$ cat src/hdl/mtep_pkg.sv
package mtep_pkg;

	// Parser phase, one-hot
	typedef enum logic [9:0] {
		PH_DELTA    = 10'b00_0000_0001,
		PH_STATUS   = 10'b00_0000_0010,
		PH_DATA1    = 10'b00_0000_0100,
		PH_DATA2    = 10'b00_0000_1000,
		PH_SYSLEN   = 10'b00_0001_0000,
		PH_SYSBODY  = 10'b00_0010_0000,
		PH_METATYPE = 10'b00_0100_0000,
		PH_METALEN  = 10'b00_1000_0000,
		PH_METABODY = 10'b01_0000_0000,
		PH_ENDED    = 10'b10_0000_0000
	} phase_t;

	// Event class handed from the front to the back
	typedef enum logic [2:0] {
		CLS_CHAN1 = 3'd0,
		CLS_CHAN2 = 3'd1,
		CLS_END   = 3'd2,
		CLS_TEMPO = 3'd3,
		CLS_BAD   = 3'd4
	} evt_class_t;

	// Result kinds on the output channel
	localparam logic [2:0] KIND_NOTE_OFF = 3'd0;
	localparam logic [2:0] KIND_NOTE_ON  = 3'd1;
	localparam logic [2:0] KIND_OTHER    = 3'd2;
	localparam logic [2:0] KIND_END      = 3'd3;
	localparam logic [2:0] KIND_TEMPO    = 3'd4;
	localparam logic [2:0] KIND_BAD      = 3'd5;

	// Status byte codes
	localparam logic [7:0] ST_SYSEX      = 8'hF0;
	localparam logic [7:0] ST_SYSEX_ESC  = 8'hF7;
	localparam logic [7:0] ST_META       = 8'hFF;
	localparam logic [3:0] HI_SYSTEM     = 4'hF;
	localparam logic [3:0] HI_NOTE_OFF   = 4'h8;
	localparam logic [3:0] HI_NOTE_ON    = 4'h9;
	localparam logic [3:0] HI_PROG       = 4'hC;
	localparam logic [3:0] HI_CHAN_PRESS = 4'hD;

	// Meta event types
	localparam logic [7:0] META_END   = 8'h2F;
	localparam logic [7:0] META_TEMPO = 8'h51;

	// Queue between front and back
	localparam int QDEPTH = 4;
	localparam int QPTR_W = $clog2(QDEPTH);

	typedef struct packed {
		evt_class_t  cls;
		logic [7:0]  status;
		logic [7:0]  d1;
		logic [7:0]  d2;
		logic [31:0] delta;
		logic [23:0] tempo;
	} evt_rec_t;

endpackage

$ cat src/hdl/mtep_byte_if.sv
interface mtep_byte_if;
	logic       valid;
	logic       ready;
	logic [7:0] data_byte;
	logic       track_start;

	modport source (output valid, output data_byte, output track_start, input ready);
	modport sink (input valid, input data_byte, input track_start, output ready);
endinterface

$ cat src/hdl/mtep_event_if.sv
interface mtep_event_if;
	logic        valid;
	logic        ready;
	logic [2:0]  event_kind;
	logic [3:0]  channel;
	logic [7:0]  key;
	logic [7:0]  velocity;
	logic [31:0] delta_ticks;
	logic [23:0] tempo_value;

	modport source (output valid, output event_kind, output channel, output key,
		output velocity, output delta_ticks, output tempo_value, input ready);
	modport sink (input valid, input event_kind, input channel, input key,
		input velocity, input delta_ticks, input tempo_value, output ready);
endinterface

$ cat src/hdl/mtep_front.sv
module mtep_front
	import mtep_pkg::*;
(
	input  logic      clk,
	input  logic      arst_n,
	mtep_byte_if.sink track,
	output logic      push_valid,
	output evt_rec_t  push_data,
	input  logic      push_ready
);

	phase_t      phase_q, e_phase, phase_n;
	logic [31:0] acc_q, e_acc, acc_n;
	logic [31:0] held_q, e_held, held_n;
	logic [7:0]  rs_q, e_rs, rs_n;
	logic [7:0]  cs_q, e_cs, cs_n;
	logic [7:0]  fd_q, e_fd, fd_n;
	logic [7:0]  mt_q, e_mt, mt_n;
	logic [31:0] bl_q, e_bl, bl_n;
	logic [1:0]  ti_q, e_ti, ti_n;
	logic [23:0] tempo_q, tempo_n;

	logic [7:0]  b;
	logic        accept;
	logic [31:0] vlq;
	logic        vlq_done;
	logic [31:0] bl_dec;
	logic [31:0] acc_body;
	logic        do_take;
	logic [7:0]  take_status;
	logic        do_finish;
	logic [23:0] fin_val;
	logic        emit;
	evt_rec_t    rec;

	assign b           = track.data_byte;
	assign track.ready = push_ready;
	assign accept      = track.valid && push_ready;

	// Start of track clears the per-track state before the byte is used
	always_comb begin
		if (track.track_start) begin
			e_phase = PH_DELTA;
			e_acc   = '0;
			e_held  = '0;
			e_rs    = '0;
			e_cs    = '0;
			e_fd    = '0;
			e_mt    = '0;
			e_bl    = '0;
			e_ti    = '0;
		end else begin
			e_phase = phase_q;
			e_acc   = acc_q;
			e_held  = held_q;
			e_rs    = rs_q;
			e_cs    = cs_q;
			e_fd    = fd_q;
			e_mt    = mt_q;
			e_bl    = bl_q;
			e_ti    = ti_q;
		end
	end

	assign vlq      = {e_acc[24:0], b[6:0]};
	assign vlq_done = !b[7];
	assign bl_dec   = e_bl - 32'd1;

	// Fold a tempo body byte into the accumulator, high byte first
	always_comb begin
		acc_body = e_acc;
		if (e_mt == META_TEMPO) begin
			case (e_ti)
				2'd0:    acc_body = e_acc | {8'd0, b, 16'd0};
				2'd1:    acc_body = e_acc | {16'd0, b, 8'd0};
				2'd2:    acc_body = e_acc | {24'd0, b};
				default: acc_body = e_acc;
			endcase
		end
	end

	// Per-byte parse step
	always_comb begin
		phase_n     = e_phase;
		acc_n       = e_acc;
		held_n      = e_held;
		rs_n        = e_rs;
		cs_n        = e_cs;
		fd_n        = e_fd;
		mt_n        = e_mt;
		bl_n        = e_bl;
		ti_n        = e_ti;
		tempo_n     = tempo_q;
		do_take     = 1'b0;
		take_status = e_cs;
		do_finish   = 1'b0;
		fin_val     = '0;
		emit        = 1'b0;
		rec.cls     = CLS_BAD;
		rec.status  = '0;
		rec.d1      = '0;
		rec.d2      = '0;
		rec.delta   = e_held;
		rec.tempo   = '0;

		case (e_phase)
			PH_DELTA: begin
				acc_n = vlq;
				if (vlq_done) begin
					held_n  = vlq;
					acc_n   = '0;
					phase_n = PH_STATUS;
				end
			end
			PH_STATUS: begin
				if (!b[7]) begin
					if (e_rs == 8'd0) begin
						emit    = 1'b1;
						rec.cls = CLS_BAD;
						held_n  = {24'd0, b};
						acc_n   = '0;
					end else begin
						cs_n        = e_rs;
						do_take     = 1'b1;
						take_status = e_rs;
					end
				end else begin
					cs_n = b;
					if (b[7:4] != HI_SYSTEM) begin
						rs_n    = b;
						phase_n = PH_DATA1;
					end else begin
						rs_n  = '0;
						acc_n = '0;
						if (b == ST_SYSEX || b == ST_SYSEX_ESC) begin
							phase_n = PH_SYSLEN;
						end else if (b == ST_META) begin
							phase_n = PH_METATYPE;
						end else begin
							phase_n = PH_DELTA;
						end
					end
				end
			end
			PH_DATA1: begin
				do_take     = 1'b1;
				take_status = e_cs;
			end
			PH_DATA2: begin
				phase_n    = PH_DELTA;
				emit       = 1'b1;
				rec.cls    = CLS_CHAN2;
				rec.status = e_cs;
				rec.d1     = e_fd;
				rec.d2     = b;
			end
			PH_SYSLEN: begin
				acc_n = vlq;
				if (vlq_done) begin
					bl_n    = vlq;
					acc_n   = '0;
					phase_n = (vlq != 32'd0) ? PH_SYSBODY : PH_DELTA;
				end
			end
			PH_SYSBODY: begin
				bl_n = bl_dec;
				if (bl_dec == 32'd0) begin
					phase_n = PH_DELTA;
				end
			end
			PH_METATYPE: begin
				mt_n    = b;
				ti_n    = '0;
				acc_n   = '0;
				phase_n = PH_METALEN;
			end
			PH_METALEN: begin
				acc_n = vlq;
				if (vlq_done) begin
					bl_n  = vlq;
					acc_n = '0;
					if (vlq == 32'd0) begin
						do_finish = 1'b1;
						fin_val   = '0;
					end else begin
						phase_n = PH_METABODY;
					end
				end
			end
			PH_METABODY: begin
				acc_n = acc_body;
				if (e_mt == META_TEMPO && e_ti != 2'd3) begin
					ti_n = e_ti + 2'd1;
				end
				bl_n = bl_dec;
				if (bl_dec == 32'd0) begin
					do_finish = 1'b1;
					fin_val   = acc_body[23:0];
				end
			end
			PH_ENDED: begin
				phase_n = PH_ENDED;
			end
			default: begin
				phase_n = PH_DELTA;
			end
		endcase

		// First data byte of a channel message
		if (do_take) begin
			fd_n = b;
			if (take_status[7:4] == HI_PROG || take_status[7:4] == HI_CHAN_PRESS) begin
				phase_n    = PH_DELTA;
				emit       = 1'b1;
				rec.cls    = CLS_CHAN1;
				rec.status = take_status;
				rec.d1     = b;
			end else begin
				phase_n = PH_DATA2;
			end
		end

		// End of a meta event
		if (do_finish) begin
			acc_n = '0;
			bl_n  = '0;
			if (e_mt == META_END) begin
				phase_n = PH_ENDED;
				emit    = 1'b1;
				rec.cls = CLS_END;
			end else begin
				phase_n = PH_DELTA;
				if (e_mt == META_TEMPO && tempo_q == 24'd0 && fin_val != 24'd0) begin
					tempo_n   = fin_val;
					emit      = 1'b1;
					rec.cls   = CLS_TEMPO;
					rec.tempo = fin_val;
				end
			end
		end
	end

	assign push_valid = accept && emit;
	assign push_data  = rec;

	// Advance parser state on each accepted beat
	always_ff @(posedge clk or negedge arst_n) begin
		if (!arst_n) begin
			phase_q <= PH_DELTA;
			acc_q   <= '0;
			held_q  <= '0;
			rs_q    <= '0;
			cs_q    <= '0;
			fd_q    <= '0;
			mt_q    <= '0;
			bl_q    <= '0;
			ti_q    <= '0;
			tempo_q <= '0;
		end else if (accept) begin
			phase_q <= phase_n;
			acc_q   <= acc_n;
			held_q  <= held_n;
			rs_q    <= rs_n;
			cs_q    <= cs_n;
			fd_q    <= fd_n;
			mt_q    <= mt_n;
			bl_q    <= bl_n;
			ti_q    <= ti_n;
			tempo_q <= tempo_n;
		end
	end

endmodule

$ cat src/hdl/mtep_queue.sv
module mtep_queue
	import mtep_pkg::*;
(
	input  logic     clk,
	input  logic     arst_n,
	input  logic     push_valid,
	input  evt_rec_t push_data,
	output logic     push_ready,
	output logic     pop_valid,
	output evt_rec_t pop_data,
	input  logic     pop_ready
);

	evt_rec_t          mem_q [QDEPTH];
	logic [QPTR_W-1:0] wr_q, rd_q;
	logic [QPTR_W:0]   cnt_q;
	logic              do_push, do_pop;

	assign push_ready = (cnt_q != QPTR_W'(0) + (QPTR_W+1)'(QDEPTH));
	assign pop_valid  = (cnt_q != '0);
	assign pop_data   = mem_q[rd_q];
	assign do_push    = push_valid && push_ready;
	assign do_pop     = pop_valid && pop_ready;

	// Store pushed records
	always_ff @(posedge clk) begin
		if (do_push) begin
			mem_q[wr_q] <= push_data;
		end
	end

	// Advance pointers and occupancy
	always_ff @(posedge clk or negedge arst_n) begin
		if (!arst_n) begin
			wr_q  <= '0;
			rd_q  <= '0;
			cnt_q <= '0;
		end else begin
			if (do_push) begin
				wr_q <= wr_q + QPTR_W'(1);
			end
			if (do_pop) begin
				rd_q <= rd_q + QPTR_W'(1);
			end
			if (do_push && !do_pop) begin
				cnt_q <= cnt_q + (QPTR_W+1)'(1);
			end else if (do_pop && !do_push) begin
				cnt_q <= cnt_q - (QPTR_W+1)'(1);
			end
		end
	end

endmodule

$ cat src/hdl/mtep_back.sv
module mtep_back
	import mtep_pkg::*;
(
	input  logic           clk,
	input  logic           arst_n,
	input  logic           pop_valid,
	input  evt_rec_t       pop_data,
	output logic           pop_ready,
	mtep_event_if.source   evt
);

	logic        valid_q;
	logic [2:0]  kind_q, kind_n;
	logic [3:0]  chan_q, chan_n;
	logic [7:0]  key_q, key_n;
	logic [7:0]  vel_q, vel_n;
	logic [31:0] delta_q;
	logic [23:0] tempo_q, tempo_n;
	logic [3:0]  hi;

	assign pop_ready = !valid_q || evt.ready;
	assign hi        = pop_data.status[7:4];

	// Turn a record class into result fields
	always_comb begin
		kind_n  = KIND_BAD;
		chan_n  = '0;
		key_n   = '0;
		vel_n   = '0;
		tempo_n = '0;
		case (pop_data.cls)
			CLS_CHAN1: begin
				kind_n = KIND_OTHER;
				chan_n = pop_data.status[3:0];
				key_n  = pop_data.d1;
			end
			CLS_CHAN2: begin
				chan_n = pop_data.status[3:0];
				key_n  = pop_data.d1;
				vel_n  = pop_data.d2;
				if (hi == HI_NOTE_OFF || (hi == HI_NOTE_ON && pop_data.d2 == 8'd0)) begin
					kind_n = KIND_NOTE_OFF;
				end else if (hi == HI_NOTE_ON) begin
					kind_n = KIND_NOTE_ON;
				end else begin
					kind_n = KIND_OTHER;
				end
			end
			CLS_END: begin
				kind_n = KIND_END;
			end
			CLS_TEMPO: begin
				kind_n  = KIND_TEMPO;
				tempo_n = pop_data.tempo;
			end
			CLS_BAD: begin
				kind_n = KIND_BAD;
			end
			default: begin
				kind_n = KIND_BAD;
			end
		endcase
	end

	// Output valid
	always_ff @(posedge clk or negedge arst_n) begin
		if (!arst_n) begin
			valid_q <= 1'b0;
		end else if (pop_ready) begin
			valid_q <= pop_valid;
		end
	end

	// Output payload, loaded when the register is free
	always_ff @(posedge clk) begin
		if (pop_ready && pop_valid) begin
			kind_q  <= kind_n;
			chan_q  <= chan_n;
			key_q   <= key_n;
			vel_q   <= vel_n;
			delta_q <= pop_data.delta;
			tempo_q <= tempo_n;
		end
	end

	assign evt.valid       = valid_q;
	assign evt.event_kind  = kind_q;
	assign evt.channel     = chan_q;
	assign evt.key         = key_q;
	assign evt.velocity    = vel_q;
	assign evt.delta_ticks = delta_q;
	assign evt.tempo_value = tempo_q;

endmodule

$ cat src/hdl/midi_track_event_parser_core.sv
// Throughput: one track byte per cycle; the parser takes a byte in every cycle the queue has room.
// An event's record is queued at the edge that accepts its last byte and loads into the
// output register once that register is free; the output register presents the result beat.
// Four events wait in the queue and one in the output register before the input stalls.
// Reset (arst_n low, asynchronous): parser waits for a delta, running status, tempo capture,
// queue pointers and output valid are cleared.
module midi_track_event_parser_core
	import mtep_pkg::*;
(
	input  logic         clk,
	input  logic         arst_n,
	mtep_byte_if.sink    track,
	mtep_event_if.source evt
);

	logic     push_valid, push_ready;
	evt_rec_t push_data;
	logic     pop_valid, pop_ready;
	evt_rec_t pop_data;

	mtep_front u_front (
		.clk        (clk),
		.arst_n     (arst_n),
		.track      (track),
		.push_valid (push_valid),
		.push_data  (push_data),
		.push_ready (push_ready)
	);

	mtep_queue u_queue (
		.clk        (clk),
		.arst_n     (arst_n),
		.push_valid (push_valid),
		.push_data  (push_data),
		.push_ready (push_ready),
		.pop_valid  (pop_valid),
		.pop_data   (pop_data),
		.pop_ready  (pop_ready)
	);

	mtep_back u_back (
		.clk       (clk),
		.arst_n    (arst_n),
		.pop_valid (pop_valid),
		.pop_data  (pop_data),
		.pop_ready (pop_ready),
		.evt       (evt)
	);

endmodule
$ cat src/flat_wrapper.sv
// flat-port wrapper written by rule: the top's interface ports become plain ports
module midi_track_event_parser_core_flat import mtep_pkg::*;
  (clk, arst_n, track_valid, track_data_byte, track_track_start, track_ready, evt_valid, evt_event_kind, evt_channel, evt_key, evt_velocity, evt_delta_ticks, evt_tempo_value, evt_ready);
  mtep_byte_if track_i ();
  mtep_event_if evt_i ();
  input  logic clk;
  input  logic arst_n;
  input wire logic [$bits(track_i.valid)-1:0] track_valid;
  input wire logic [$bits(track_i.data_byte)-1:0] track_data_byte;
  input wire logic [$bits(track_i.track_start)-1:0] track_track_start;
  output wire logic [$bits(track_i.ready)-1:0] track_ready;
  output wire logic [$bits(evt_i.valid)-1:0] evt_valid;
  output wire logic [$bits(evt_i.event_kind)-1:0] evt_event_kind;
  output wire logic [$bits(evt_i.channel)-1:0] evt_channel;
  output wire logic [$bits(evt_i.key)-1:0] evt_key;
  output wire logic [$bits(evt_i.velocity)-1:0] evt_velocity;
  output wire logic [$bits(evt_i.delta_ticks)-1:0] evt_delta_ticks;
  output wire logic [$bits(evt_i.tempo_value)-1:0] evt_tempo_value;
  input wire logic [$bits(evt_i.ready)-1:0] evt_ready;
  assign track_i.valid = track_valid;
  assign track_i.data_byte = track_data_byte;
  assign track_i.track_start = track_track_start;
  assign track_ready = track_i.ready;
  assign evt_valid = evt_i.valid;
  assign evt_event_kind = evt_i.event_kind;
  assign evt_channel = evt_i.channel;
  assign evt_key = evt_i.key;
  assign evt_velocity = evt_i.velocity;
  assign evt_delta_ticks = evt_i.delta_ticks;
  assign evt_tempo_value = evt_i.tempo_value;
  assign evt_i.ready = evt_ready;
  midi_track_event_parser_core u_core (.clk(clk), .arst_n(arst_n), .track(track_i), .evt(evt_i));
endmodule
$ cat config.mk
export PLATFORM = sky130hd
export DESIGN_NAME = midi_track_event_parser_core_flat
export DESIGN_NICKNAME = d
export VERILOG_FILES = /design/src/hdl/mtep_pkg.sv /design/src/hdl/mtep_byte_if.sv /design/src/hdl/mtep_event_if.sv /design/src/hdl/mtep_front.sv /design/src/hdl/mtep_queue.sv /design/src/hdl/mtep_back.sv /design/src/hdl/midi_track_event_parser_core.sv /design/src/flat_wrapper.sv
export SDC_FILE = /design/constraint.sdc
export NUM_CORES = 1
export LEC_CHECK = 0
export ABC_AREA = 1
export BUFFER_PORTS_ARGS = -buffer_cell sky130_fd_sc_hd__buf_2
export CAP_MARGIN = 10
export CORE_MARGIN = 5
export CORE_UTILIZATION = 59
export CTS_BUF_LIST = sky130_fd_sc_hd__clkbuf_4
export DETAILED_ROUTE_END_ITERATION = 10
export PLACE_DENSITY = 0.79
export SYNTH_ARGS = -nofsm -noshare
export SYNTH_HDL_FRONTEND = slang
export SYNTH_HIERARCHICAL = 1
export SYNTH_SLANG_ARGS = --single-unit
$ cat constraint.sdc
create_clock -name clk -period 6.4 [get_ports clk]
set_clock_uncertainty 0.15 [all_clocks]
set_input_delay 0.96 -clock clk [delete_from_list [all_inputs] [get_ports clk]]
set_output_delay 0.96 -clock clk [all_outputs]
set_load 0.01 [all_outputs]
; After elaboration in Yosys (flattened, before gate mapping)
; Memories as Yosys holds them, arrays and structs flattened.
; Cells that the tools add are included.
[totals]
n_memories = 1
reg_bits = 251
ram_bits = 332
elab_cells = 177
input_bits = 13
[classes]
bitwise = 4
mux = 85
reduce_logical = 34
n_eq_ne = 27
n_addsub = 6
[memory_table]
columns = memory, words, width, read_ports, rd_ports_with_merged_regs, wr, line
row1 = u_core.u_queue.mem_q, 4, 83, 1, 0, 1, mtep_queue.sv:14  ; evt_rec_t mem_q [QDEPTH];
[op_table]
columns = cell, count
row1 = two-way mux 32 bit, 14
row2 = two-way mux 24 bit, 6
row3 = case mux 32 bit (2 select lines), 2
row4 = case mux 32 bit (4 select lines), 1
row5 = two-way mux 10 bit, 12
row6 = two-way mux 8 bit, 14
row7 = case mux 32 bit (3 select lines), 1
row8 = case mux 10 bit (8 select lines), 1
row9 = logical NOT 32 bit, 2
row10 = two-way mux 19 bit, 2
row11 = OR 32 x 16 -> 32 bit, 1
row12 = OR 32 x 24 -> 32 bit, 1
row13 = OR 32 x 8 -> 32 bit, 1
row14 = nonzero test 32 bit, 1
row15 = "subtractor 32 x 1 -> 32 bit, second input constant", 1
row16 = "equality test 8 bit, second input constant", 3
row17 = logical NOT 24 bit, 1
row18 = nonzero test 24 bit, 1
row19 = two-way mux 3 bit, 6
row20 = "equality test 4 bit, second input constant", 4
row21 = logical NOT 8 bit, 2
row22 = two-way mux 1 bit, 14
row23 = case mux 3 bit (4 select lines), 1
row24 = "equality test 10 x 1 -> 1 bit, second input constant", 1
row25 = 38 further kinds, 63

; Depth between registers and ports, before layout
; Gate-level depths: netlist (run 1).
[logic_depth]
ltp_word = 18
ltp_mapped = 37

; Hierarchy
; Netlist (run 1), hierarchy kept.
[modules_own_cells]
columns = module, seq_area_each_um2, cells_each, area_per_inst_um2, n_inst
row1 = mtep_queue, 10144.7, 1028, 13519.2, 1
row2 = mtep_front, 3930.0, 1875, 12415.7, 1
row3 = mtep_back, 2397.3, 201, 2899.0, 1

; Worst setup path before layout (run 1)
; OpenSTA, ideal clock, no wires.
[synth_timing]
path_type = input -> register
startpoint = in track_track_start
endpoint = mem u_core/u_queue/mem_q[0][0] (netlist bit) (enable)
setup_slack_ns = -1.949
cell_stages = 28
arrival_time_ns = 7.673
required_time_ns = 5.725
path_cell_list = buf_6 inv_4 buf_6 buf_6 buf_6 buf_2 clkbuf_1 buf_1 nand2_1 inv_1 ha_1 buf_2 nor2_1 nor2_1 inv_1 o21ai_0 inv_1 nor2_1 o211ai_1 nand2_1 nor2_1 nand3_2 nand2_4 nand4_1 nand2_1 inv_1 nand2_1 nor2_1
[synth_between]
elab_chain_cells = 16
word_cells_on_any_way = 56
cone_classes = 1 x add/sub / 11 x eq/ne / 31 x mux / 3 x bitwise / 10 x reduce/logical
[synth_rtl]
columns = item, line
row1 = "start, declared", flat_wrapper.sv:10  ; input wire logic [$bits(track_i.track_start)-1:0] track_track_start;
row2 = branches (longest 11 deep; another with subtractor 32 x 1 -> 32 bit), -
row3 = two-way mux 1 bit (*), mtep_front.sv:224  ; if (do_finish) begin
row4 = logical AND 1 bit (*), mtep_front.sv:243  ; assign push_valid = accept && emit;
row5 = net u_core.push_valid, midi_track_event_parser_core.sv:16  ; logic push_valid, push_ready;
row6 = logical AND 1 bit (*), mtep_queue.sv:22  ; assign do_push = push_valid && push_ready;
row7 = two-way mux 1 bit (*), mtep_queue.sv:27  ; if (do_push) begin
row8 = two-way mux 1 bit (not written as such) (*), mtep_queue.sv:28  ; mem_q[wr_q] <= push_data;
row9 = "end, declared", mtep_queue.sv:14
; Mark *: on every way through the listed nets, which the timed path passes.

; Worst setup path after layout (run 1)
[layout_timing]
startpoint = reg u_core.u_front.bl_q[7]
endpoint = mem u_core/u_queue/mem_q[3][62] (netlist bit) (enable)
[layout_between]
elab_chain_cells = 14
word_cells_on_any_way = 16
cone_classes = 1 x add/sub / 10 x mux / 5 x reduce/logical
[layout_rtl]
columns = item, line
row1 = "start, declared", mtep_front.sv:19  ; logic [31:0] bl_q, e_bl, bl_n;
row2 = "start signal, assigned", mtep_front.sv:267  ; bl_q <= bl_n;
row3 = two-way mux 32 bit (*), mtep_front.sv:42  ; if (track.track_start) begin
row4 = subtractor 32 x 1 -> 32 bit (*), mtep_front.sv:67  ; assign bl_dec = e_bl - 32'd1;
row5 = logical NOT 32 bit (*), mtep_front.sv:196  ; if (bl_dec == 32'd0) begin
row6 = two-way mux 24 bit, mtep_front.sv:196
row7 = two-way mux 24 bit, -
row8 = nonzero test 24 bit, mtep_front.sv:233  ; if (e_mt == META_TEMPO && tempo_q == 24'd0 && fin_val != 24'd0) begin
row9 = logical AND 1 bit, mtep_front.sv:233
row10 = two-way mux 1 bit, mtep_front.sv:233
row11 = two-way mux 1 bit, mtep_front.sv:227  ; if (e_mt == META_END) begin
row12 = two-way mux 1 bit (*), mtep_front.sv:224
row13 = logical AND 1 bit (*), mtep_front.sv:243
row14 = net u_core.push_valid, midi_track_event_parser_core.sv:16
row15 = logical AND 1 bit (*), mtep_queue.sv:22
row16 = two-way mux 1 bit (*), mtep_queue.sv:27
row17 = two-way mux 1 bit (not written as such) (*), mtep_queue.sv:28
; The timed path passes the listed nets; every way through them passes the cells marked *.

==> results_tabular.tex, run 1 <==
\begin{tabular}{lr}
\hline
Metric & Value \\
\hline
\multicolumn{2}{l}{\textbf{Placed design}} \\
Gp weighted congestion & 1.027 \\
Post-Place Cell Area & 29810 um2 \\
Port buffer count & 93 \\
DP Wirelength & 58180 um \\
Place WS & 0.5562 ns \\
\multicolumn{2}{l}{\textbf{Clock network}} \\
Maximum level of the CTS H-tree & 4 \\
Post-CTS Setup Bufs & 0 \\
CTS tree & yes \\
Number of CTS-inserted buffers & 143 \\
Number of clock sinks seen by CTS & 576 \\
Buffer cell driving the clock tree root & sky130\_fd\_sc\_hd\_\_clkbuf\_4 \\
Worst-Skew Late Latency & 0.96 ns \\
Maximum count of clock buffers along a single path & 3 \\
Clock-pin transition on the worst setup and hold timing paths & 0.07 ns \\
\multicolumn{2}{l}{\textbf{Pwr}} \\
Highest ir drop seen on vdd & 0.2190 mV \\
Static Leak & 13.92 nW \\
Power per standard cell area & 354.2 nW/um2 \\
\multicolumn{2}{l}{\textbf{Critical path}} \\
Cell seen most often among critical-path stages & sky130\_fd\_sc\_hd\_\_nand2\_1 \\
Data required time at the worst endpoint & 6.85 ns \\
Crit path arrival time & 5.58 ns \\
WS Path Type & reg2reg \\
Biggest cell delay along the critical path & 0.68 ns \\
Total buffers and inverters traversed by the critical path & 3 \\
Startpoint type of the worst setup path & flop \\
Sort of element at the end of the critical path & flop \\
Worst Path Max Fanout & 15 \\
Delay-heaviest family, CP & simple AND/OR/NAND/NOR gates \\
Worst-path cell chain & o21ai\_1 -> nand2\_2 -> nor2\_4 -> nand2\_2 -> nor2\_2 -> xor2\_2 -> nand3\_1 -> nor2\_4 -> nand2\_4 -> inv\_4 -> nand2\_2 -> nand2\_1 -> nand2\_1 -> nand4\_1 -> nand2\_1 -> inv\_1 -> nand2\_1 -> nor2\_4 -> buf\_4 \\
Critical Path Slowest Stage Cell & sky130\_fd\_sc\_hd\_\_nor2\_4 \\
\multicolumn{2}{l}{\textbf{Logic synthesis}} \\
Count of synthesis-stage warnings from yosys & 6 \\
Most area-consuming cells after synthesis & sky130\_fd\_sc\_hd\_\_edfxtp\_1 43\%, sky130\_fd\_sc\_hd\_\_dfrtp\_1 14\%, sky130\_fd\_sc\_hd\_\_nand2\_1 9.1\%, sky130\_fd\_sc\_hd\_\_inv\_1 6.0\%, sky130\_fd\_sc\_hd\_\_o211ai\_1 5.6\% \\
Top flip-flop cell by instance count after synthesis & sky130\_fd\_sc\_hd\_\_edfxtp\_1 \\
Cells after synthesis & 3104 \\
Proportion of synthesized chip area in sequential cells & 0.5713 \\
Combined area of all synthesized cells & 28830 um2 \\
Share of flip-flops with an asynchronous set or reset after synthesis & 0.2865 \\
Post-synth top area cell & sky130\_fd\_sc\_hd\_\_edfxtp\_1 \\
FF+latch count, synth & 576 \\
Synth unique cells & 61 \\
Synthesized net count & 3129 \\
Average size of a mapped cell & 9.289 um2 \\
Number of enable-type register cells in the synthesized netlist & 411 \\
Share of the synthesized area in the top cell type & 0.4280 \\
\multicolumn{2}{l}{\textbf{Timing}} \\
Slew Limit Fails & 0 \\
Number of endpoints failing setup at the final stage & 0 \\
Setup repair after global routing missed its margin & false \\
Number of endpoints with negative hold slack in the final report & 0 \\
Actual transition at the worst max-transition pin & 0.9879 ns \\
Final cycle utilization of the critical path & 0.8022 \\
TNS Setup & 0 ns \\
Slew Limit Headroom & 0.3390 \\
Min Tclk post-route & 5.134 ns \\
Final worst-path setup slack & 1.266 ns \\
Fmax & 0.1948 GHz \\
\multicolumn{2}{l}{\textbf{Floorplanning}} \\
DIE AREA & 53390 um2 \\
Area of the placeable core & 48650 um2 \\
Boundary Pins & 94 \\
Horizontal extent of the die & 231.1 um \\
Height of the chip & 231.1 um \\
Initial Utilization & 0.5927 \\
Standard-cell rows & 81 \\
\multicolumn{2}{l}{\textbf{Drt}} \\
Number of vias after detailed routing & 23900 \\
Antenna viol nets, final & 0 \\
TritonRoute pass-1 iters & 8 \\
First-iteration detailed-routing DRC count & 2940 \\
Number of remaining DRC errors & 0 \\
Via/cell ratio & 6.040 \\
Total Routed Length & 85360 um \\
WL per Instance & 21.58 um \\
\multicolumn{2}{l}{\textbf{Final layout}} \\
Number of filler instances in the final layout & 3900 \\
Leading cell types in the layout, fill and taps excluded & 695 x sky130\_fd\_sc\_hd\_\_nand2\_1, 459 x sky130\_fd\_sc\_hd\_\_inv\_1, 411 x sky130\_fd\_sc\_hd\_\_edfxtp\_1, 291 x sky130\_fd\_sc\_hd\_\_nor2\_1, 215 x sky130\_fd\_sc\_hd\_\_o211ai\_1 \\
Area growth syn-to-layout & 9.742\% \\
Most common cell after layout, fill and taps aside & sky130\_fd\_sc\_hd\_\_nand2\_1 \\
Proportion of layout cells with a drive suffix above 1 & 0.1411 \\
Post-route cell area & 31640 um2 \\
\# nets final & 3256 \\
\multicolumn{2}{l}{\textbf{Global routing}} \\
Number of antenna violations at the first check in global routing & 3 \\
First-pass GRT wire length & 130900 um \\
Via count of the first global-routing pass & 22380 \\
Pin count of the biggest net entering global routing & 223 \\
Gr ovfl total & 0 \\
Global-route usage over all layers & 0.3181 \\
\multicolumn{2}{l}{\textbf{Status}} \\
Outcome & finished, final reports clean \\
\multicolumn{2}{l}{\textbf{Hold path}} \\
Hold Crit Class & reg2reg \\
\multicolumn{2}{l}{\textbf{Flow run}} \\
Max-cap violations & 0 \\
\hline
\end{tabular}
cells by family after synthesis:
group / after synthesis / synth area share
AO/OA/AOI/OAI: 645 / 0.1461
buffers and inverters: 642 / 0.09147
flip-flops: 576 / 0.5713
XOR/XNOR: 11 / 0.003602
adder cells (fa/ha/maj): 12 / 0.005468
AND/OR/NAND/NOR: 1218 / 0.1821
power by group:
| part | total, mW | internal [mW] | switching [mW] | leakage [nW] |
|---|---|---|---|---|
| clock | 3.11 | 1.64 | 1.47 | 1.09 |
| sequential | 4.84 | 4.66 | 0.179 | 6.04 |
| combinational | 3.26 | 0.898 | 2.37 | 6.80 |
Yosys cell counts (11+ instances only):
cell,number
sky130_fd_sc_hd__nor3_1,30
sky130_fd_sc_hd__o21ai_0,160
sky130_fd_sc_hd__ha_1,11
sky130_fd_sc_hd__inv_1,460
sky130_fd_sc_hd__o211ai_1,215
sky130_fd_sc_hd__o22ai_1,47
sky130_fd_sc_hd__nand3_1,66
sky130_fd_sc_hd__nand2_1,696
sky130_fd_sc_hd__buf_4,14
sky130_fd_sc_hd__a21oi_1,77
sky130_fd_sc_hd__nand4_1,48
sky130_fd_sc_hd__dfrtp_1,164
sky130_fd_sc_hd__a31oi_1,28
sky130_fd_sc_hd__a221oi_1,14
sky130_fd_sc_hd__buf_6,15
sky130_fd_sc_hd__edfxtp_1,411
sky130_fd_sc_hd__nor2_1,296
sky130_fd_sc_hd__o21ai_2,13
sky130_fd_sc_hd__nor4_2,11
sky130_fd_sc_hd__o21ai_1,15
sky130_fd_sc_hd__o31ai_1,12
sky130_fd_sc_hd__clkbuf_1,73
sky130_fd_sc_hd__nand2_2,13
sky130_fd_sc_hd__nor4_1,14
sky130_fd_sc_hd__buf_1,17
sky130_fd_sc_hd__buf_2,45
worst min-delay path: stages (launching register included):
cell and delay [ns]:
sky130_fd_sc_hd__dfrtp_1 0.32, sky130_fd_sc_hd__inv_1 0.05, sky130_fd_sc_hd__nand2_1 0.06
area by class of cell:
cell class | instances | area, um2 | share of cell area
timing repair buffer | 147 | 992.2 | 0.03136
inverter | 477 | 1803 | 0.05698
sequential | 576 | 16470 | 0.5206
tap | 622 | 778.2 | 0.02459
clock inverter | 32 | 214.0 | 0.006762
clock buffer | 213 | 1599 | 0.05053
multi-input combinational | 1886 | 9776 | 0.3089
antenna | 3 | 7.507 | 0.0002372
stage by stage:
stage          power [mW]  utilization  cells  hold WS (ns)
2_1_floorplan       7.123            -   3104        0.2718
3_3_place_gp        8.033       0.6128   3707        0.2885
3_5_place_dp        8.127       0.6128   3707        0.2930
4_1_cts             11.25       0.6503   3953        0.1789
5_1_grt             11.85       0.6504   3954        0.2531
6_report            11.21       0.6505   3956        0.3067
final timing paths:
path	from	endpoint	slack, ns	cells after the start
worst max-delay path	u_core/u_front/bl_q[7]	u_core/u_queue/mem_q[3][62]	1.27	19
worst min-delay path	u_core/u_front/tempo_q[2]	u_core/u_front/tempo_q[2]	0.31	2
worst max register to register	u_core/u_front/bl_q[7]	u_core/u_queue/mem_q[3][62]	1.27	19
worst min register to register	u_core/u_front/tempo_q[2]	u_core/u_front/tempo_q[2]	0.31	2
max in group asynchronous	arst_n	u_core/u_front/held_q[2]	4.50	3
min in group asynchronous	arst_n	u_core/u_front/bl_q[7]	0.37	2
state kept, by name, indices dropped and copies added (netlist names), 8 cells and up:
signal and cells:
u_core/u_front/mt_q 8, u_core/u_back/evt.key 8, u_core/u_front/held_q 32, u_core/u_front/tempo_q 24
u_core/u_queue/mem_q 332, u_core/u_front/rs_q 8, u_core/u_back/evt.tempo_value 24, u_core/u_front/acc_q 25
u_core/u_front/phase_q 10, u_core/u_back/evt.delta_ticks 32, u_core/u_front/cs_q 8, u_core/u_front/fd_q 8
u_core/u_front/bl_q 32, u_core/u_back/evt.velocity 8
metal layers:
layer / track usage / routed length [um] / up-vias
met3: 0.08012 / 8400 / 218
met2: 0.4759 / 37990 / 1323
met5: 0 / 9 / -
met4: 0.1113 / 2672 / 2
met1: 0.4589 / 36290 / 11420
li1: - / - / 10940
what timing repair did:
item,in CTS,in global routing
gates resized for setup,0,0
hold endpoints to repair,54,0
hold buffers,1,0
(Power assumes the default switching activity.)
==> run 2: changes to the inputs <==
Settings changed: ABC_AREA 1 to 0, CORE_UTILIZATION 59 to 64, PLACE_DENSITY 0.79 to 0.82.
Clock period 6.4 ns to 5.2 ns, I/O delays scaled along.
==> run 2 against run 1 <==
Effect of this change: die area fell by 18%; hold slack got worse by 0.065 ns; combinational power is 15% lower; sequential power rose by 23%; via count down 27%; non-clock buffer count is 33 higher; sequential cell count did not move; synthesized cell count shrank 41%; largest cell class unchanged; global-route usage is 0.83 points lower; total power rose by 12%; cell area down 10%; wire length down 21%.
==> results_tabular.tex, run 2 <==
\begin{tabular}{lr}
\hline
Metric & Value \\
\hline
\multicolumn{2}{l}{\textbf{Logic synthesis}} \\
Average size of a mapped cell & 13.92 um2 (+50\%) \\
Share of the synthesized area in the top cell type & 0.4882 (+0.06016) \\
Count leader, synth & sky130\_fd\_sc\_hd\_\_edfxtp\_1 \\
Number of enable-type register cells in the synthesized netlist & 411 (unchanged) \\
Combined area of all synthesized cells & 25280 um2 (-12\%) \\
Proportion of synthesized chip area in sequential cells & 0.6516 (+0.08030) \\
Synth unique cells & 92 (+51\%) \\
Cells after synthesis & 1816 (-41\%) \\
Top flip-flop cell by instance count after synthesis & sky130\_fd\_sc\_hd\_\_edfxtp\_1 \\
FF+latch count, synth & 576 (unchanged) \\
Post-synth top area cell & sky130\_fd\_sc\_hd\_\_edfxtp\_1 \\
Count of synthesis-stage warnings from yosys & 6 (unchanged) \\
Synthesized net count & 1841 (-41\%) \\
Share of flip-flops with an asynchronous set or reset after synthesis & 0.2865 (unchanged) \\
Most area-consuming cells after synthesis & sky130\_fd\_sc\_hd\_\_edfxtp\_1 49\%, sky130\_fd\_sc\_hd\_\_dfrtp\_1 16\%, sky130\_fd\_sc\_hd\_\_mux4\_2 7.4\%, sky130\_fd\_sc\_hd\_\_nand2\_1 2.4\%, sky130\_fd\_sc\_hd\_\_o21ai\_0 2.1\% \\
Ranking of synthesized cells by instance count & 411 x sky130\_fd\_sc\_hd\_\_edfxtp\_1, 164 x sky130\_fd\_sc\_hd\_\_dfrtp\_1, 163 x sky130\_fd\_sc\_hd\_\_nand2\_1 \\
\multicolumn{2}{l}{\textbf{Timing}} \\
TNS Setup & 0 ns (unchanged) \\
Number of endpoints with negative hold slack in the final report & 0 (unchanged) \\
Min Tclk post-route & 4.724 ns (-0.4106 ns) \\
Slew Limit Headroom & 0.1923 (-0.1467) \\
Slew Limit Fails & 0 (unchanged) \\
Number of endpoints failing setup at the final stage & 0 (unchanged) \\
Final cycle utilization of the critical path & 0.9084 (+0.1062) \\
Final worst-path setup slack & 0.4764 ns (-0.7894 ns) \\
Setup repair after global routing missed its margin & false \\
Worst Hold Margin & 0.2415 ns (-0.06516 ns) \\
Actual transition at the worst max-transition pin & 1.212 ns (+0.2237 ns) \\
Fmax & 0.2117 GHz (+8.7\%) \\
\multicolumn{2}{l}{\textbf{Clock network}} \\
CTS tree & yes \\
Maximum count of clock buffers along a single path & 3 (unchanged) \\
Number of clock sinks seen by CTS & 576 (unchanged) \\
Worst-Skew Late Latency & 0.85 ns (-0.11 ns) \\
Buffer cell driving the clock tree root & sky130\_fd\_sc\_hd\_\_clkbuf\_4 \\
Clock-pin transition on the worst setup and hold timing paths & 0.07 ns (about the same) \\
Number of CTS-inserted buffers & 143 (unchanged) \\
Post-CTS Setup Bufs & 0 (unchanged) \\
Maximum level of the CTS H-tree & 4 (unchanged) \\
\multicolumn{2}{l}{\textbf{Drt}} \\
Total Routed Length & 67190 um (-21\%) \\
TritonRoute pass-1 iters & 8 (unchanged) \\
WL per Instance & 25.29 um (+17\%) \\
Antenna viol nets, final & 0 (unchanged) \\
Number of vias after detailed routing & 17440 (-27\%) \\
Via/cell ratio & 6.564 (+8.7\%) \\
First-iteration detailed-routing DRC count & 2191 (-25\%) \\
Number of remaining DRC errors & 0 (unchanged) \\
\multicolumn{2}{l}{\textbf{Final layout}} \\
Most common cell after layout, fill and taps aside & sky130\_fd\_sc\_hd\_\_edfxtp\_1 \\
\# nets final & 2051 (-37\%) \\
Register ranked first by flip-flop count & u\_core/u\_queue/mem\_q \\
Area growth syn-to-layout & 12.49\% \\
Proportion of layout cells with a drive suffix above 1 & 0.2582 (+0.1171) \\
Flip-flop count of the largest register, all copies and words added & 332 (unchanged) \\
Leading cell types in the layout, fill and taps excluded & 411 x sky130\_fd\_sc\_hd\_\_edfxtp\_1, 208 x sky130\_fd\_sc\_hd\_\_clkbuf\_4, 162 x sky130\_fd\_sc\_hd\_\_nand2\_1, 162 x sky130\_fd\_sc\_hd\_\_dfrtp\_1, 104 x sky130\_fd\_sc\_hd\_\_o21ai\_0 \\
Core Util, Final & 0.7324 (+0.08197) \\
\multicolumn{2}{l}{\textbf{Pwr}} \\
Highest ir drop seen on vdd & 0.3396 mV (+55\%) \\
Power per standard cell area & 439.7 nW/um2 (+24\%) \\
Static Leak & 11.13 nW (-20\%) \\
Total Power Consumption & 12.50 mW (+12\%) \\
\multicolumn{2}{l}{\textbf{Global routing}} \\
Via count of the first global-routing pass & 17460 (-22\%) \\
Gr ovfl total & 0 (unchanged) \\
Number of antenna violations at the first check in global routing & 1 (-2) \\
First-pass GRT wire length & 104000 um (-21\%) \\
Global-route usage over all layers & 0.3097 (-0.008323) \\
Pin count of the biggest net entering global routing & 99 (-56\%) \\
\multicolumn{2}{l}{\textbf{Floorplanning}} \\
Boundary Pins & 94 (unchanged) \\
DIE AREA & 43580 um2 (-18\%) \\
Area of the placeable core & 38830 um2 (-20\%) \\
Horizontal extent of the die & 208.8 um (-9.7\%) \\
Height of the chip & 208.8 um (-9.7\%) \\
Standard-cell rows & 72 (-11\%) \\
Initial Utilization & 0.6511 (+0.05838) \\
\multicolumn{2}{l}{\textbf{Placed design}} \\
DP Wirelength & 44750 um (-23\%) \\
Gp weighted congestion & 0.9911 (-3.5\%) \\
Port buffer count & 93 (unchanged) \\
Place WS & 0.2202 ns (-0.3360 ns) \\
\multicolumn{2}{l}{\textbf{Hold path}} \\
Hold Crit Class & in2reg \\
Hold Path Sink & u\_core/u\_back/evt.valid \\
Worst hold start & evt\_ready \\
Worst Hold Path Cells & 3 (+1) \\
\multicolumn{2}{l}{\textbf{Critical path}} \\
R2r endpoint & u\_core/u\_queue/cnt\_q[2] \\
Crit path arrival time & 5.34 ns (-0.24 ns) \\
Sort of element at the end of the critical path & flop \\
Critical path origin & u\_core/u\_front/bl\_q[4] \\
Worst Path Max Fanout & 9 (-6) \\
WS Path Type & reg2reg \\
Data required time at the worst endpoint & 5.81 ns (-1.04 ns) \\
Startpoint type of the worst setup path & flop \\
FF-to-FF Start & u\_core/u\_front/bl\_q[4] \\
Number of cells on the worst reg-to-reg path & 17 (-2) \\
Worst reg2reg setup slack & 0.48 ns (-0.79 ns) \\
\multicolumn{2}{l}{\textbf{Status}} \\
Outcome & finished, final reports clean \\
\multicolumn{2}{l}{\textbf{Flow run}} \\
Max-cap violations & 0 (unchanged) \\
\hline
\end{tabular}
## run 2: cell types whose count changed in the layout (fill, tap and decap cells not counted), sizes merged, moves of 21 or more
cell    change
nand4      -38
buf        +33
nor2b      +54
a22oi      +21
nand2     -550
o22ai      -42
o211ai    -210
o21ai      -60
a22o       +57
nand3      -51
nor2      -217
mux4       +83
and2       +63
inv       -450
## run 2: critical path, stage by stage (launching register included)
cell                       delay [ns]
sky130_fd_sc_hd__dfrtp_1         0.49
sky130_fd_sc_hd__nor3_1          0.57
sky130_fd_sc_hd__nand4_1         0.28
sky130_fd_sc_hd__buf_4           0.24
sky130_fd_sc_hd__o31a_1          0.26
sky130_fd_sc_hd__nor4_1          0.20
sky130_fd_sc_hd__nand2_1         0.18
sky130_fd_sc_hd__nor2_1          0.27
sky130_fd_sc_hd__a32oi_1         0.17
sky130_fd_sc_hd__or3_1           0.42
sky130_fd_sc_hd__o21ai_1         0.12
sky130_fd_sc_hd__a21boi_4        0.23
sky130_fd_sc_hd__ha_1            0.21
sky130_fd_sc_hd__inv_1           0.07
sky130_fd_sc_hd__fa_1            0.38
sky130_fd_sc_hd__xor2_1          0.15
sky130_fd_sc_hd__nor2_1          0.12
sky130_fd_sc_hd__xor2_1          0.14
## run 2: kinds of logic (layout without fill, tap and decap cells)
group	Yosys count	count (layout)	share of synthesized area
other	0	1	0
muxes	94	94	0.07845
adders and majority gates	12	12	0.006236
and+or+nand+nor	573	573	0.1183
xor gates and xnor gates	10	10	0.003464
buffers and inverters	135	457	0.02697
AOI/OAI and AO/OA	416	416	0.1150
DFF	576	576	0.6516
## run 2: timing repair
action | 4_1_cts | 5_1_grt
resized for setup | 0 | 0
hold buffers | 1 | 0
endpoints found under the hold margin | 95 | 0
## run 2: per-layer routing
metal	GRT usage	up-vias	wire length, um
met5	0	-	0
met4	0.1539	0	3542
met3	0.07723	227	6795
met2	0.4672	1069	31390
met1	0.4290	8609	25470
li1	-	7536	-
## run 2: layout make-up
cell class | instances | area [um2]
Antenna cell | 1 | 2.502
Sequential cell | 576 | 16480
Clock buffer | 208 | 1562
Multi-Input combinational cell | 1105 | 8168
Clock inverter | 49 | 272.8
Inverter | 20 | 76.32
Fill cell | 2488 | 10390
Tap cell | 518 | 648.1
Timing Repair Buffer | 180 | 1230
## run 2: report_power, final
part,total (mW),switching [mW],leakage (nW),internal [mW]
sequential,5.96,0.459,6.36,5.50
clock,3.77,1.78,1.11,1.99
combinational,2.78,1.57,3.66,1.21
## run 2: per-stage QoR
step | instance area [um2] | instances
3_5_place_dp | 26590 | 2398
3_3_place_gp | 26590 | 2398
6_report | 28440 | 2657
5_1_grt | 28440 | 2657
4_1_cts | 28440 | 2656
2_1_floorplan | 25310 | 1816
## run 2: worst max path at each step
stage                                      end  slack [ns]
floorplan           u_core/u_queue/mem_q[0][0]        0.03
global placement       u_core/u_queue/cnt_q[2]        0.25
detailed placement     u_core/u_queue/cnt_q[2]        0.22
CTS                    u_core/u_queue/cnt_q[2]        0.55
global route           u_core/u_queue/cnt_q[2]        0.15
finish                 u_core/u_queue/cnt_q[2]        0.48
